## config.mk

```make
export PLATFORM = sky130hd
export DESIGN_NAME = csl_cell
export DESIGN_NICKNAME = d
export VERILOG_FILES = /design/src/rtl/csl_pkg.sv /design/src/rtl/csl_cell.sv
export SDC_FILE = /design/constraint.sdc
export NUM_CORES = 1
export LEC_CHECK = 0
export ABC_CLOCK_PERIOD_IN_PS = 1800
export BUFFER_PORTS_ARGS = -buffer_cell sky130_fd_sc_hd__buf_4
export CAP_MARGIN = 5
export CORE_AREA = 4 4 66 68
export CTS_CLUSTER_DIAMETER = 120
export CTS_CLUSTER_SIZE = 10
export DETAILED_ROUTE_END_ITERATION = 10
export DIE_AREA = 0 0 70 72
export GPL_TIMING_DRIVEN = 0
export PLACE_DENSITY = 0.75
export RECOVER_POWER = 50
export SLEW_MARGIN = 20
export SYNTH_ARGS = -nofsm -noshare
export SYNTH_HDL_FRONTEND = slang
export SYNTH_SLANG_ARGS = --single-unit
```

## constraint.sdc

```tcl
create_clock -name clk -period 1.8 [get_ports clk]
set_input_delay 0.09 -clock clk [delete_from_list [all_inputs] [get_ports clk]]
set_output_delay 0.09 -clock clk [all_outputs]
set_load 0.05 [all_outputs]
```

## src/rtl/csl_pkg.sv

```systemverilog
// Package for the circular sequence list: sizes, operation and status codes,
// sequencer states and the control bundle that drives the ring of cells.
// Used by every other file of the block; depends on nothing.
`default_nettype none

package csl_pkg;

  localparam int DEPTH   = 16;
  localparam int VAL_W   = 32;
  localparam int IDX_W   = $clog2(DEPTH);
  localparam int CNT_W   = $clog2(DEPTH + 1);
  localparam int FUNC_W  = 3;
  localparam int STAT_W  = 2;
  localparam int ENT_W   = 5;

  typedef enum logic [FUNC_W-1:0] {
    F_APPEND    = 3'd0,
    F_INS_FRONT = 3'd1,
    F_INS_KEY   = 3'd2,
    F_REVERSE   = 3'd3,
    F_DEL_FRONT = 3'd4,
    F_DEL_END   = 3'd5,
    F_DEL_KEY   = 3'd6,
    F_READ      = 3'd7
  } func_t;

  typedef enum logic [STAT_W-1:0] {
    S_OK        = 2'd0,
    S_EMPTY     = 2'd1,
    S_FULL      = 2'd2,
    S_NOT_FOUND = 2'd3
  } status_t;

  typedef enum logic [3:0] {
    ST_IDLE = 4'b0001,
    ST_PASS = 4'b0010,
    ST_ROT  = 4'b0100,
    ST_RESP = 4'b1000
  } state_t;

  typedef enum logic [1:0] {
    SH_HOLD  = 2'd0,
    SH_LEFT  = 2'd1,
    SH_RIGHT = 2'd2
  } shift_t;

  typedef struct packed {
    shift_t           shift;
    logic [VAL_W-1:0] emit;
  } ring_ctl_t;

endpackage

`default_nettype wire

```

## src/rtl/csl_cell.sv

```systemverilog
// One storage cell of the ring: holds one entry and loads it from either
// neighbor or keeps it, as the shared shift command says.
// Depends on csl_pkg.
`default_nettype none

module csl_cell
  import csl_pkg::*;
(
  input  wire logic             clk,
  input  wire shift_t           shift,
  input  wire logic [VAL_W-1:0] from_prev,
  input  wire logic [VAL_W-1:0] from_next,
  output logic      [VAL_W-1:0] q
);

  logic [VAL_W-1:0] data_r;
  logic [VAL_W-1:0] data_nxt;

  always_comb begin
    case (shift)
      SH_LEFT:  data_nxt = from_next;
      SH_RIGHT: data_nxt = from_prev;
      default:  data_nxt = data_r;
    endcase
  end

  always_ff @(posedge clk) begin
    data_r <= data_nxt;
  end

  assign q = data_r;

endmodule

`default_nettype wire

```

; Yosys cells after proc, flatten, opt, wreduce, memory -nomap -nowiden
; Cells that the tools add are included.
[totals]
ff_bits = 32
inputBits = 67
out_inout_bits = 32
wordCells = 5
[op_classes]
eq_ne = 2
mux = 1
reduce_logical = 1
[op_table]
columns = cell, n
row1 = 32-bit case mux with 2 select lines, 1
row2 = 2-bit by 1-bit == test with 1-bit output (second input constant), 1
row3 = 2-bit == test (second input constant), 1
row4 = 2-bit nonzero test, 1

; Logic depth before layout (Yosys ltp)
[depth]
ltp_word = 2
mapped_depth = 5
depth_no_buf = 3

; Worst setup path after synthesis
; Ideal clock, no wire load.
[synth_timing]
path_type = input to register
from = in shift[0]
to = reg data_r[0], in the netlist q[0] (enable)
arrival_ps = 1028
required_ps = 1413
setup_slack_ps = 385
cell_stages = 3
n_path_buf = 0
path_cell_list = inv_1 > ha_1 > inv_1
[synth_via]
elab_chain_cells = 2
[synth_lines]
columns = element, line_no
row1 = "start, declared", csl_cell.sv:10  ; input wire shift_t shift,
row2 = 2-bit == test / 2-bit by 1-bit == test with 1-bit output (equally long branches), csl_cell.sv:20  ; case (shift)
row3 = 2-bit nonzero test (no source line) *, -
row4 = "end signal, assigned", csl_cell.sv:28  ; data_r <= data_nxt;
row5 = "end, declared", csl_cell.sv:16  ; logic [VAL_W-1:0] data_r;
; Every way passes the cells marked *; elsewhere a longest branch is shown, timed or not.
; A chain may end at the register's enable or synchronous reset.

; Worst setup path in the final report
[layout_timing]
from = in shift[0]
to = reg data_r[5], in the netlist q[5] (data pin)
[layout_via]
elab_chain_cells = 2
[layout_lines]
columns = element, line_no
row1 = 2-bit == test / 2-bit by 1-bit == test with 1-bit output (equally long branches), csl_cell.sv:20
row2 = 32-bit case mux with 2 select lines *, csl_cell.sv:20
row3 = net data_nxt[5], csl_cell.sv:17  ; logic [VAL_W-1:0] data_nxt;
; Mark *: on every way through the listed nets, which the timed path passes. The rest lies on a longest branch.

==> metrics.yaml <==
critical_path:
  cp_max_fo: 10
  crit_chain: "clkbuf_4, inv_1, ha_1, clkbuf_1, buf_12, mux2_1"
  path_buf_inv: 4
  slowest_delay_ns: 0.39
  endpoint_kind: "flip-flop"
  crit_family: "buffers and inverters"
  crit_required_ns: 1.83
  cpMaxStageDelayCell: "clkbuf_1"
  crit_path_start_kind: "primary input"
  arrival_ns: 1.31
  worstSetupPathType: "in -> reg"
routing:
  firstDrtPassIters: 4
  wl_per_cell_um: 14.95
  viasPerCell: 4.451
  vias: 1006
  route.detailed.drc: 0
  routed_wl_um: 3379
  drt_iter0_drc: 24
  ant_nets: 0
place:
  place_ws_ns: 0.4112
  gp_congestion: 0.7771
  place_hpwl_um: 2651
  io_buffers: 98
  placed_cell_area_um2: 2323
global_routing:
  grt.total_usage: 0.1359
  grt_max_degree: 33
  overflow: 0
  antenna_found_initial: 0
  grt_first_pass_wirelength_um: 5161
  grt_pass1_vias: 1144
sta:
  period_minus_slack_ns: 1.286
  slew_viol_final: 0
  finalSetupViolCount: 0
  period_share: 0.7147
  final-hold-violation-count: 0
  rsz0062_at_grt: "false"
  worst_pin_slew_ns: 0.6448
  fin_ws_ns: 0.5136
  finalSetupTns_ns: 0
  fmax_mhz: 777.4
  max-slew-margin-rel: 0.5695
logic_synthesis:
  netlist_top_cells_count: "edfxtp_1 (32), mux2_4 (30), buf_12 (3)"
  postSynthAreaPerCell_um2: 21.48
  syn-instance-count: 71
  syn_area_um2: 1525
  postSynth.asyncResetShare: 0
  synth-edff-count: 32
  synth_top_area_share: 0.6300
  syn_nets: 139
  ys.flop_type: "edfxtp_1"
  yosysMostFrequentCell: "edfxtp_1"
  synth.distinct_cells: 7
  synth_seq_cells: 32
  synthTopCellsByArea: "edfxtp_1 (63%), mux2_4 (30%), buf_12 (3.9%), mux2_2 (1.5%), ha_1 (0.82%)"
  ys_warn_count: 0
  synth_largest_area_cell: "edfxtp_1"
  synth_seq_area_share: 0.6300
min_path:
  min_from: "from_next[26]"
  hold_path.class: "in -> reg"
  hold_depth: 2
  hold_path_end: "q[26]"
die:
  rows: 23
  die_y_um: 72
  dieArea_um2: 5040
  die-width_um: 70
  io_pins: 99
  core_area_um2: 3856
  initial_core_util: 0.3955
power:
  ir_drop_mv: 0.4389
  p_switching_mw: 0.7499
  p_sw_frac: 0.3446
  internal_power_mw: 1.426
  p_comb_frac: 0.326
  pwr-share-seq: 0.448
  clkPwrFrac: 0.226
  power.density_nw_per_um2: 975.0
  leakagePower_nw: 0.9476
  p_total_mw: 2.176
layout:
  area_growth_syn_to_layout_pct: 46.35
  layout-drive-gt1-share: 0.5511
  largest_register_ffs: 32
  stdcell_area_um2: 2232
  n_antenna_cell: 0
  nets: 244
  nFillCells: 341
cts:
  postCtsSetupBuffers: 0
  numCtsBuffers: 5
  cts_tree: "done"
  cts.path.max_buffers: 2
  hold_buffers: 0
  cts_resized: 0
  clkSinkCount: 32
  path_clk_slew_ns: 0.06
  htreeDepth: 2
  clockRootBuffer: "clkbuf_8"
outcome:
  status: "finished, final reports clean"
run:
  cap_violations: 0
kinds of logic after synthesis:
family | after synthesis | share of synthesized area
buffers and inverters | 6 | 0.05168
multiplexers | 32 | 0.3101
adder cells (fa/ha/maj) | 1 | 0.008202
flip-flops | 32 | 0.6300
cell type report:
class	count	area, um^2	area share
Multi-Input combinational cell	33	421.7	0.1889
Clock inverter	1	5.005	0.002242
Sequential cell	32	960.9	0.4305
Clock buffer	6	72.57	0.03251
Inverter	2	7.507	0.003363
Buffer	4	63.81	0.02859
Tap cell	50	62.56	0.02803
Timing Repair Buffer	98	638.1	0.2859
stage by stage:
stage,utilization,hold WS (ns),cells
after global placement,0.6025,0.3899,219
final,0.5788,0.09626,226
after global routing,0.5788,0.08040,226
after CTS,0.6226,0.09992,226
after detailed placement,0.6025,0.3934,219
after floorplan,-,0.3075,71
metal layers:
metal,part of all wire,global-route usage
met1,0.34,0.1286
met2,0.51,0.2308
met3,0.13,0.08033
met4,0.028,0.07447
met5,0,0
worst max path at each step:
stage | startpoint | endpoint | slack [ns] | cells after the start
2_1_floorplan | shift[0] | q[0] | 0.39 | 3
4_1_cts | shift[0] | q[3] | 0.70 | 4
5_1_grt | shift[0] | q[17] | 0.48 | 6
3_3_place_gp | shift[0] | q[7] | 0.05 | 4
3_5_place_dp | shift[0] | q[9] | 0.41 | 4
6_report | shift[0] | q[5] | 0.51 | 6
placed cells by master (no fill, tap or decap):
master,count
ha_1,1
inv_2,1
clkinv_2,1
mux2_4,13
clkbuf_8,5
buf_12,3
buf_4,71
clkbuf_4,1
mux2_2,2
mux2_1,17
inv_1,1
edfxtp_1,32
clkbuf_1,28
power groups by stage:
stage          registers, mW  logic, mW  clock network, mW
2_1_floorplan           1.37      0.145                  0
3_3_place_gp           0.992      0.811                  0
3_5_place_dp           0.993      0.821                  0
4_1_cts                0.978      0.823              0.510
5_1_grt                0.984      0.745              0.555
6_report               0.975      0.710              0.492
No activity file was read; power rests on OpenSTA's default activity.
